===== config.mk =====
export PLATFORM = sky130hd
export DESIGN_NAME = autoscaled_trace_plotter
export DESIGN_NICKNAME = d
export VERILOG_FILES = /design/src/design/atp_pkg.sv /design/src/design/atp_div.sv /design/src/design/autoscaled_trace_plotter.sv
export SDC_FILE = /design/constraint.sdc
export NUM_CORES = 2
export LEC_CHECK = 0
export BUFFER_PORTS_ARGS = -buffer_cell sky130_fd_sc_hd__buf_2
export CAP_MARGIN = 20
export CORE_MARGIN = 10
export CORE_UTILIZATION = 47
export DETAILED_ROUTE_END_ITERATION = 12
export PLACE_DENSITY = 0.58
export RECOVER_POWER = 50
export SLEW_MARGIN = 20
export SYNTH_ARGS = -nofsm -noshare
export SYNTH_HDL_FRONTEND = slang
export SYNTH_HIERARCHICAL = 1
export SYNTH_SLANG_ARGS = --single-unit

===== constraint.sdc =====
create_clock -name clk -period 16.5 [get_ports clk]
set_input_delay 1.65 -clock clk [delete_from_list [all_inputs] [get_ports clk]]
set_output_delay 1.65 -clock clk [all_outputs]
set_load 0.05 [all_outputs]

===== src/design/atp_pkg.sv =====
`default_nettype none
// ----------------------------------------------------------------------------
// atp_pkg
// Shared widths, state codes and tag types for the autoscaled trace plotter.
// ----------------------------------------------------------------------------
package atp_pkg;

	localparam int WIN_DEPTH  = 64;
	localparam int IDX_W      = $clog2(WIN_DEPTH);
	localparam int FILL_W     = IDX_W + 1;
	localparam int SAMPLE_W   = 24;
	localparam int SPAN_W     = 24;
	localparam int ROW_W      = 10;
	localparam int HEIGHT_W   = 11;
	localparam int NUM_W      = SPAN_W + ROW_W;
	localparam int DIV_STAGES = ROW_W;
	localparam int TDATA_W    = 32;

	localparam logic [HEIGHT_W-1:0] HEIGHT_RESET = HEIGHT_W'(240);
	localparam logic [HEIGHT_W-1:0] HEIGHT_MAX   = HEIGHT_W'(1024);

	typedef enum logic [1:0] {
		ST_IDLE,
		ST_SCAN,
		ST_SPAN,
		ST_DRAW
	} state_t;

	typedef struct packed {
		logic             valid;
		logic [IDX_W-1:0] col;
	} row_tag_t;

endpackage : atp_pkg
`default_nettype wire


===== src/design/atp_div.sv =====
`default_nettype none
// ----------------------------------------------------------------------------
// atp_div
// Pipelined restoring divider, one quotient bit per stage, stalled by en.
// The quotient is known to fit ROW_W bits (numerator < 2^ROW_W * span).
// ----------------------------------------------------------------------------
module atp_div import atp_pkg::*; (
	input  wire logic              clk,
	input  wire logic              arst_n,
	input  wire logic              en,
	input  wire row_tag_t          in_tag,
	input  wire logic [NUM_W-1:0]  in_num,
	input  wire logic [SPAN_W-1:0] span,
	output row_tag_t               out_tag,
	output logic [ROW_W-1:0]       out_quot,
	output logic                   busy
);

	logic [NUM_W-1:0]  w_q   [DIV_STAGES];
	row_tag_t          tag_q [DIV_STAGES];
	logic [NUM_W-1:0]  w_nxt [DIV_STAGES];
	logic [DIV_STAGES-1:0] vld;

	genvar i;
	generate
		for (i = 0; i < DIV_STAGES; i++) begin : g_stage
			logic [NUM_W-1:0]  src;
			row_tag_t          src_tag;
			logic [SPAN_W:0]   trial;
			logic [SPAN_W:0]   diff;
			logic              ge;

			if (i == 0) begin : g_first
				assign src     = in_num;
				assign src_tag = in_tag;
			end else begin : g_next
				assign src     = w_q[i-1];
				assign src_tag = tag_q[i-1];
			end

			always_comb begin
				trial    = src[NUM_W-1:ROW_W-1];
				diff     = trial - {1'b0, span};
				ge       = (trial >= {1'b0, span});
				w_nxt[i] = ge ? {diff[SPAN_W-1:0], src[ROW_W-2:0], 1'b1}
				              : {trial[SPAN_W-1:0], src[ROW_W-2:0], 1'b0};
			end

			always_ff @(posedge clk or negedge arst_n) begin
				if (!arst_n) begin
					tag_q[i] <= '0;
				end else if (en) begin
					tag_q[i] <= src_tag;
				end
			end

			always_ff @(posedge clk) begin
				if (en) begin
					w_q[i] <= w_nxt[i];
				end
			end

			assign vld[i] = tag_q[i].valid;
		end
	endgenerate

	assign out_tag  = tag_q[DIV_STAGES-1];
	assign out_quot = w_q[DIV_STAGES-1][ROW_W-1:0];
	assign busy     = |vld;

endmodule : atp_div
`default_nettype wire


===== src/design/autoscaled_trace_plotter.sv =====
`default_nettype none
// ----------------------------------------------------------------------------
// autoscaled_trace_plotter
// Strip chart of the last 64 samples, scaled to the plot height.
// ----------------------------------------------------------------------------
// Slave stream: one 24-bit signed sample per word on s_tdata.
// Master stream: one line segment per word; m_tdata holds column, start row
// and end row, m_tlast marks the last segment drawn for a sample.
// cfg_wr_en/cfg_wr_data write the plot height; write it while idle only.
// Each sample is written into a 64-entry circular window RAM. One pass reads
// the n held samples one per cycle to find minimum and maximum, a second pass
// reads them again and feeds a 10-stage pipelined divider that yields one
// row per cycle while the receiver keeps up. Both passes use the single RAM
// read port, one after the other. s_tready is high only between samples.
// The first sample yields no segment.
// When the receiver stalls, the draw pipeline, divider and RAM read register
// hold; nothing is dropped. Reset empties the window and sets the height
// to 240; the RAM contents are not cleared, a fill count guards them.
// ----------------------------------------------------------------------------
module autoscaled_trace_plotter import atp_pkg::*; (
	input  wire logic                clk,
	input  wire logic                arst_n,
	input  wire logic                s_tvalid,
	output logic                     s_tready,
	input  wire logic [SAMPLE_W-1:0] s_tdata,   // [23:0] sample_milli
	output logic                     m_tvalid,
	input  wire logic                m_tready,
	output logic [TDATA_W-1:0]       m_tdata,   // [5:0] seg_column, [15:6] row_start,
	                                            // [25:16] row_end, zero above
	output logic                     m_tlast,   // last_segment
	input  wire logic                cfg_wr_en,
	input  wire logic [HEIGHT_W-1:0] cfg_wr_data
);

	logic signed [SAMPLE_W-1:0] mem [WIN_DEPTH];

	state_t                     state_q, state_nxt;
	logic [HEIGHT_W-1:0]        height_q;
	logic [FILL_W-1:0]          fill_q;
	logic [IDX_W-1:0]           oldest_q;
	logic [FILL_W-1:0]          cnt_q;
	logic signed [SAMPLE_W-1:0] lo_q, hi_q;
	logic [SPAN_W-1:0]          span_q;
	logic [ROW_W-1:0]           top_q;
	logic signed [SAMPLE_W-1:0] rd_s1;
	row_tag_t                   tag_s1, tag_s2, tag_s3;
	logic [SPAN_W-1:0]          diff_s2;
	logic [NUM_W-1:0]           prod_s3;
	row_tag_t                   div_tag;
	logic [ROW_W-1:0]           div_quot;
	logic                       div_busy;
	logic [ROW_W-1:0]           prev_row_q;
	logic                       m_tvalid_q;
	logic [IDX_W-1:0]           col_q;
	logic [ROW_W-1:0]           row_start_q, row_end_q;
	logic                       last_q;

	logic                       adv, s_accept, issue, reading;
	logic [IDX_W-1:0]           wr_slot, rd_addr;
	logic [SAMPLE_W:0]          diff_full;
	logic [ROW_W-1:0]           row_now, top_nxt;
	logic [FILL_W-1:0]          fill_m1;
	logic                       pipe_empty;

	assign adv        = !m_tvalid_q || m_tready;
	assign s_accept   = s_tvalid && s_tready;
	assign issue      = reading && (cnt_q < fill_q) && adv;
	assign wr_slot    = (fill_q < FILL_W'(WIN_DEPTH)) ? oldest_q + fill_q[IDX_W-1:0] : oldest_q;
	assign rd_addr    = oldest_q + cnt_q[IDX_W-1:0];
	assign diff_full  = {rd_s1[SAMPLE_W-1], rd_s1} - {lo_q[SAMPLE_W-1], lo_q};
	assign row_now    = top_q - div_quot;
	assign fill_m1    = fill_q - FILL_W'(1);
	assign pipe_empty = !tag_s1.valid && !tag_s2.valid && !tag_s3.valid && !div_busy;

	always_comb begin
		if (height_q == '0) begin
			top_nxt = '0;
		end else if (height_q > HEIGHT_MAX) begin
			top_nxt = ROW_W'(HEIGHT_MAX - HEIGHT_W'(1));
		end else begin
			top_nxt = ROW_W'(height_q - HEIGHT_W'(1));
		end
	end

	always_comb begin
		state_nxt = state_q;
		unique case (state_q)
			ST_IDLE: begin
				if (s_accept) state_nxt = ST_SCAN;
			end
			ST_SCAN: begin
				if (cnt_q == fill_q && !tag_s1.valid) state_nxt = ST_SPAN;
			end
			ST_SPAN: begin
				state_nxt = ST_DRAW;
			end
			ST_DRAW: begin
				if (cnt_q == fill_q && pipe_empty && !m_tvalid_q) state_nxt = ST_IDLE;
			end
			default: state_nxt = ST_IDLE;
		endcase
	end

	always_comb begin
		s_tready = 1'b0;
		reading  = 1'b0;
		unique case (state_q)
			ST_IDLE: s_tready = 1'b1;
			ST_SCAN: reading  = 1'b1;
			ST_SPAN: ;
			ST_DRAW: reading  = 1'b1;
			default: ;
		endcase
	end

	always_ff @(posedge clk or negedge arst_n) begin
		if (!arst_n) begin
			state_q  <= ST_IDLE;
			height_q <= HEIGHT_RESET;
			fill_q   <= '0;
			oldest_q <= '0;
			cnt_q    <= '0;
		end else begin
			state_q <= state_nxt;
			if (cfg_wr_en) height_q <= cfg_wr_data;
			if (s_accept) begin
				cnt_q <= '0;
				if (fill_q < FILL_W'(WIN_DEPTH)) begin
					fill_q <= fill_q + FILL_W'(1);
				end else begin
					oldest_q <= oldest_q + IDX_W'(1);
				end
			end else if (state_q == ST_SPAN) begin
				cnt_q <= '0;
			end else if (issue) begin
				cnt_q <= cnt_q + FILL_W'(1);
			end
		end
	end

	always_ff @(posedge clk) begin
		if (s_accept) mem[wr_slot] <= s_tdata;
		if (adv) rd_s1 <= mem[rd_addr];
	end

	always_ff @(posedge clk or negedge arst_n) begin
		if (!arst_n) begin
			tag_s1     <= '0;
			tag_s2     <= '0;
			tag_s3     <= '0;
			m_tvalid_q <= 1'b0;
		end else if (adv) begin
			tag_s1.valid <= issue;
			tag_s1.col   <= cnt_q[IDX_W-1:0];
			tag_s2.valid <= tag_s1.valid && (state_q == ST_DRAW);
			tag_s2.col   <= tag_s1.col;
			tag_s3       <= tag_s2;
			m_tvalid_q   <= div_tag.valid && (div_tag.col != '0);
		end
	end

	always_ff @(posedge clk) begin
		if (state_q == ST_SCAN && tag_s1.valid) begin
			if (tag_s1.col == '0) begin
				lo_q <= rd_s1;
				hi_q <= rd_s1;
			end else begin
				if (rd_s1 < lo_q) lo_q <= rd_s1;
				if (rd_s1 > hi_q) hi_q <= rd_s1;
			end
		end
		if (state_q == ST_SPAN) begin
			span_q <= (hi_q == lo_q) ? SPAN_W'(1) : SPAN_W'(hi_q - lo_q);
			top_q  <= top_nxt;
		end
		if (adv) begin
			diff_s2    <= diff_full[SPAN_W-1:0];
			prod_s3    <= NUM_W'({{ROW_W{1'b0}}, diff_s2} * {{SPAN_W{1'b0}}, top_q});
			if (div_tag.valid) begin
				prev_row_q  <= row_now;
				col_q       <= div_tag.col;
				row_start_q <= prev_row_q;
				row_end_q   <= row_now;
				last_q      <= (div_tag.col == fill_m1[IDX_W-1:0]);
			end
		end
	end

	atp_div u_div (
		.clk      (clk),
		.arst_n   (arst_n),
		.en       (adv),
		.in_tag   (tag_s3),
		.in_num   (prod_s3),
		.span     (span_q),
		.out_tag  (div_tag),
		.out_quot (div_quot),
		.busy     (div_busy)
	);

	assign m_tvalid = m_tvalid_q;
	assign m_tdata  = {{(TDATA_W - IDX_W - 2*ROW_W){1'b0}}, row_end_q, row_start_q, col_q};
	assign m_tlast  = last_q;

	a_idle_no_output: assert property (@(posedge clk) disable iff (!arst_n)
		(state_q == ST_IDLE) |-> !m_tvalid_q)
		else $error("output word pending while idle");

	a_fill_bound: assert property (@(posedge clk) disable iff (!arst_n)
		fill_q <= FILL_W'(WIN_DEPTH))
		else $error("fill count beyond window depth");

	a_span_nonzero: assert property (@(posedge clk) disable iff (!arst_n)
		(state_q == ST_DRAW) |-> (span_q != '0))
		else $error("zero divisor during draw");

	a_row_in_range: assert property (@(posedge clk) disable iff (!arst_n)
		m_tvalid_q |-> (row_end_q <= top_q && row_start_q <= top_q))
		else $error("row beyond plot height");

	a_output_col: assert property (@(posedge clk) disable iff (!arst_n)
		m_tvalid_q |-> (col_q != '0 && {1'b0, col_q} < fill_q))
		else $error("segment column outside held samples");

endmodule : autoscaled_trace_plotter
`default_nettype wire


==> Word level (Yosys, flattened, before mapping) <==
Memory sizes are Yosys's and may differ from the RTL's. A register that Yosys moved wholly into a read port is not among the register bits.
Cells that the tools add are included.
{ "word_totals": {"register_bits": 292, "elab_cells": 152, "mem_bits_rw": 1876, "in_bits": 40, "n_memories": 2} }
{ "mem_list": {"columns": ["name", "depth", "width", "rd", "rd_ports_with_merged_regs", "wr", "line_no", "text"], "rows": [
  ["mem", 64, 24, 1, 1, 1, "autoscaled_trace_plotter.sv:35", "logic signed [SAMPLE_W-1:0] mem [WIN_DEPTH];"],
  ["u_div.w_q", 10, 34, 10, 0, 10, "atp_div.sv:19", "logic [NUM_W-1:0] w_q [DIV_STAGES];"]
]} }
{ "op_classes": {"n_reduce_logical": 33, "n_bitwise": 1, "n_eq_ne": 9, "order_cmp": 15, "n_mux": 29, "n_mul": 1, "addsub": 20} }
{ "ops": {"columns": ["cell", "n"], "rows": [
  ["2-to-1 mux 34 bit", 10],
  ["subtractor 24 bit", 12],
  ["greater-or-equal comparator 25 x 24 -> 1 bit", 10],
  ["2-to-1 mux 24 bit", 4],
  ["multiplier 24 x 10 -> 34 bit", 1],
  ["== test 24 bit", 1],
  ["> comparator 24 bit", 1],
  ["< comparator 24 bit", 1],
  ["2-to-1 mux 7 bit", 3],
  ["adder 7 x 1 -> 7 bit (second input constant)", 2],
  ["adder 6 bit", 2],
  ["logical AND 1 bit", 12],
  ["> comparator 11 bit (second input constant)", 1],
  ["zero test 11 bit", 1],
  ["2-to-1 mux 10 bit", 1],
  ["AND reduction 2 bit", 5],
  ["OR reduction 10 bit", 1],
  ["subtractor 10 x 1 -> 10 bit (second input constant)", 1],
  ["subtractor 10 bit", 1],
  ["one-hot mux 2 bit (4 select lines)", 1],
  ["== test 7 bit", 1],
  ["< comparator 7 bit", 1],
  ["< comparator 7 bit (second input constant)", 1],
  ["adder 6 x 1 -> 6 bit (second input constant)", 1],
  ["other kinds (18)", 33]
]} }

==> Depth between registers and ports, before layout <==
{ "logic_depth": {"ltp_word": 8, "mapped_depth": 21, "depth_no_buf": 19} }

==> Cells and area by module <==
Netlist, hierarchy kept.
{ "modules_own_cells": {"columns": ["module", "cells_per_inst", "area_per_inst_um2", "instances", "seq_area_each_um2"], "rows": [
  ["autoscaled_trace_plotter", 4274, 78836.9, 1, 53241.1],
  ["atp_div", 2416, 26092.5, 1, 11240.8]
]} }

==> Worst setup path after synthesis <==
No wires, ideal clock.
{ "synth_path": {"path_type": "input port to flip-flop", "start": "input port m_tready", "end": "register u_div.tag_q, in the netlist u_div/g_stage[1].src_tag[0]", "stages": 6, "slack_ps": 2392, "setup_ps": 125, "t_arrival_ps": 13983, "cell_sequence": "nor2b_1 > inv_1 > clkbuf_1 > clkbuf_1 > clkbuf_1 > mux2_2"} }
{ "synth_between": {"elab_chain_len": 1} }
{ "synth_lines": {"columns": ["item", "line_no", "text"], "rows": [
  ["from (decl)", "autoscaled_trace_plotter.sv:27", "input wire logic m_tready,"],
  ["logical OR 1 bit", "autoscaled_trace_plotter.sv:65", "assign adv = !m_tvalid_q || m_tready;"],
  ["net adv", "autoscaled_trace_plotter.sv:58", "logic adv, s_accept, issue, reading;"],
  ["to (signal, indexed assignment)", "atp_div.sv:53", "tag_q[i] <= src_tag;"],
  ["to (decl)", "atp_div.sv:20", "row_tag_t tag_q [DIV_STAGES];"]
]} }
The timed path passes the listed nets, and every way through them passes these cells.
A chain may end at the register's enable or synchronous reset.

==> summary.md <==
| Metric | Value |
|---|---|
| Outcome | complete, but fails checks |
| Failing checks | capacitance limit, slew limit |
| Netlist cell types | 96 |
| Worst hold path class | reg2reg |
| Maximum clock rate | 0.09892 GHz |
| Std-Cell Rows | 173 |
| Max-slew violations | 2106 |
| Final hold vios | 0 |
| Worst-path clk slew | 0.06 ns |
| Num ports | 75 |
| GP Congestion | 0.8510 |
| Worst Path Arrival | 9.73 ns |
| Largest cells by area after synthesis | edfxtp_1, mux4_2, ha_1, fa_1, dfrtp_1 |
| Final setup fails | 0 |
| Final Skew | 0.1059 ns |
| Ys Warns | 6 |
| Initial Util | 0.4725 |
| Tmin final | 10.11 ns |
| Area leader, netlist | edfxtp_1 |
| Commonest cells in the synthesized netlist | edfxtp_1, mux4_2, nand2_1 |
| Fill count | 18220 |
| Number of global-route vias before repair | 59310 |
| CTS tree | yes |
| Crit path max fanout | 185 |
| Initial antenna violation count | 12 |
| Tot GR Track Use | 0.2132 |
| DR WL/cell | 26.05 um |
| Worst slew margin | -2.153 |
| ANT nets after route | 0 |
| Area growth syn-to-layout | 10.97% |
| DRT Wirelength | 261.5 mm |
| Worst-Margin Slew | 4.730 ns |
| Placed insts | 9611 |
| Core box area | 222100 um2 |
| Port Buffers | 68 |
| Die Area | 242600 um2 |
| Clock Sink Count | 2168 |
| Clock Path Buffers | 3 |
| Yosys top cell area share | 0.5847 |
| Top-count cell post-synth | edfxtp_1 |
| Hpwl dp | 161.7 mm |
| Asr flop ratio synth | 0.05766 |
| Post-CTS sizing | 0 |
| Post-synth EDFFs | 2043 |
| Max-Cap Viols | 31 |
| Post-Syn Area | 104900 um2 |
| Syn Inst Count | 6690 |
| Via Count | 58510 |
| Synth Flop Type | edfxtp_1 |
| Critical path required time | 16.12 ns |
| Crit path launch type | input port |
| Global-route wire length before repair | 390.8 mm |
| Register area share after synthesis | 0.6145 |
| Final Non-Filler Cells | 10040 |
| Die H | 492.5 um |
| Critical path class | in2reg |
| Syn avg cell area | 15.68 um2 |
| Endpoint class of the critical path | flop |
| Final Net Count | 7502 |
| FF+latch count, synth | 2168 |
| Die Wd | 492.5 um |
| Pin count of the biggest net entering global routing | 186 |
| Layout cell share with drive strength beyond 1 | 0.1792 |
| Vias per cell | 5.830 |
| Ratio of final minimum period to clock period | 0.6127 |
| Hold_buf cts | 0 |
| Drt pass-1 iters | 5 |
| Global route overflow | 0 |
| Drt first-iter violations | 5315 |
| CTS root buf | clkbuf_16 |
| Skew-Pair Late Insertion Delay | 0.90 ns |
| Setup TNS Final | 0 ns |
| CTS Buf Count | 220 |
| Post-CTS Setup Inserts | 0 |
| CTS H-Tree Depth | 4 |
| DRC | 0 |
| RSZ-0062 raised after global routing | no |
## cell type report
| class | instances | area (um2) | area share |
|---|---|---|---|
| sequential | 2168 | 64480 | 0.5538 |
| multi-input combinational | 3920 | 38370 | 0.3295 |
| clock buffer | 261 | 5731 | 0.04922 |
| tap | 2975 | 3722 | 0.03197 |
| clock inverter | 157 | 1540 | 0.01323 |
| inverter | 355 | 1334 | 0.01146 |
| timing repair buffer | 194 | 1246 | 0.01070 |
| antenna | 5 | 12.51 | 0.0001075 |
## per-stage QoR
stage	area [um2]	util	worst slack, ns	hold slack [ns]
detailed placement	109300	0.4919	10.15	0.4045
CTS	116500	0.5247	10.22	0.3753
global placement	109200	0.4919	10.20	0.4015
floorplan	104900	-	2.392	0.4003
global route	116400	0.5242	5.463	0.3711
finish	116400	0.5243	6.391	0.3742
## cells by family (layout without fill, tap and decap cells)
| group | after synthesis | count (layout) | share of synthesized area |
|---|---|---|---|
| flip-flops | 2168 | 2168 | 0.6145 |
| AND/OR/NAND/NOR | 1288 | 1288 | 0.05836 |
| AO/OA/AOI/OAI | 985 | 985 | 0.06111 |
| multiplexers | 780 | 780 | 0.1352 |
| buffers and inverters | 607 | 967 | 0.02387 |
| adder cells (fa/ha/maj) | 603 | 603 | 0.08535 |
| XOR/XNOR | 258 | 258 | 0.02154 |
| other | 1 | 11 | 0.00003574 |
## per-layer routing
metal	vias to the layer above	track usage	routed length [um]
met3	321	0.03538	15750
li1	26170	-	-
met2	1693	0.3548	127900
met1	30320	0.2946	111600
met5	-	0	7
met4	2	0.05125	6217
## registers in the layout, indices dropped and copies added, names as in the netlist, 11 cells and up
register and cells:
mem 1536, u_div/w_q 316, u_div/g_stage.src_tag 63, prod_s3 34, diff_s2 24, hi_q 24
lo_q 24, rd_s1 24, span_q 24, height_q 11
## placed cells by master, fill, tap and decap left out, types with 94 or more instances in the layout
master,count
edfxtp_1,2043
mux4_2,480
nand2_1,417
ha_1,414
inv_1,353
a21oi_1,295
nor2_1,260
clkbuf_16,221
o21ai_0,188
fa_1,187
xnor2_1,160
mux2_2,152
a21o_1,150
and2_1,129
dfrtp_1,121
buf_4,99
mux2i_1,97
xor2_1,94
## final timing paths
check,from,endpoint,slack (ns),cells after the start
hold / removal,u_div/w_q[8][8]$_DFFE_PP_,u_div/w_q[9][9]$_DFFE_PP_,0.37,0
max in group asynchronous,arst_n,u_div/g_stage[5].src_tag[5]$_DFFE_PN0P_,10.07,2
setup reg to reg,m_tvalid$_DFFE_PN0N_,u_div/w_q[7][28]$_DFFE_PP_,6.82,4
min in group asynchronous,arst_n,tag_s3[2]$_DFFE_PN0N_,1.92,1
setup / recovery,m_tready,u_div/w_q[7][28]$_DFFE_PP_,6.39,5
hold reg to reg,u_div/w_q[8][8]$_DFFE_PP_,u_div/w_q[9][9]$_DFFE_PP_,0.37,0
## critical path, cell delays in order
cell and delay [ns]:
buf_2 0.10, nor2b_2 0.09, clkbuf_1 0.80, clkinvlp_2 3.68, clkbuf_2 3.03
Power is left out: the tool's default activity adds up to more than one toggle a clock period on the data nets, which glitch-free logic cannot reach.
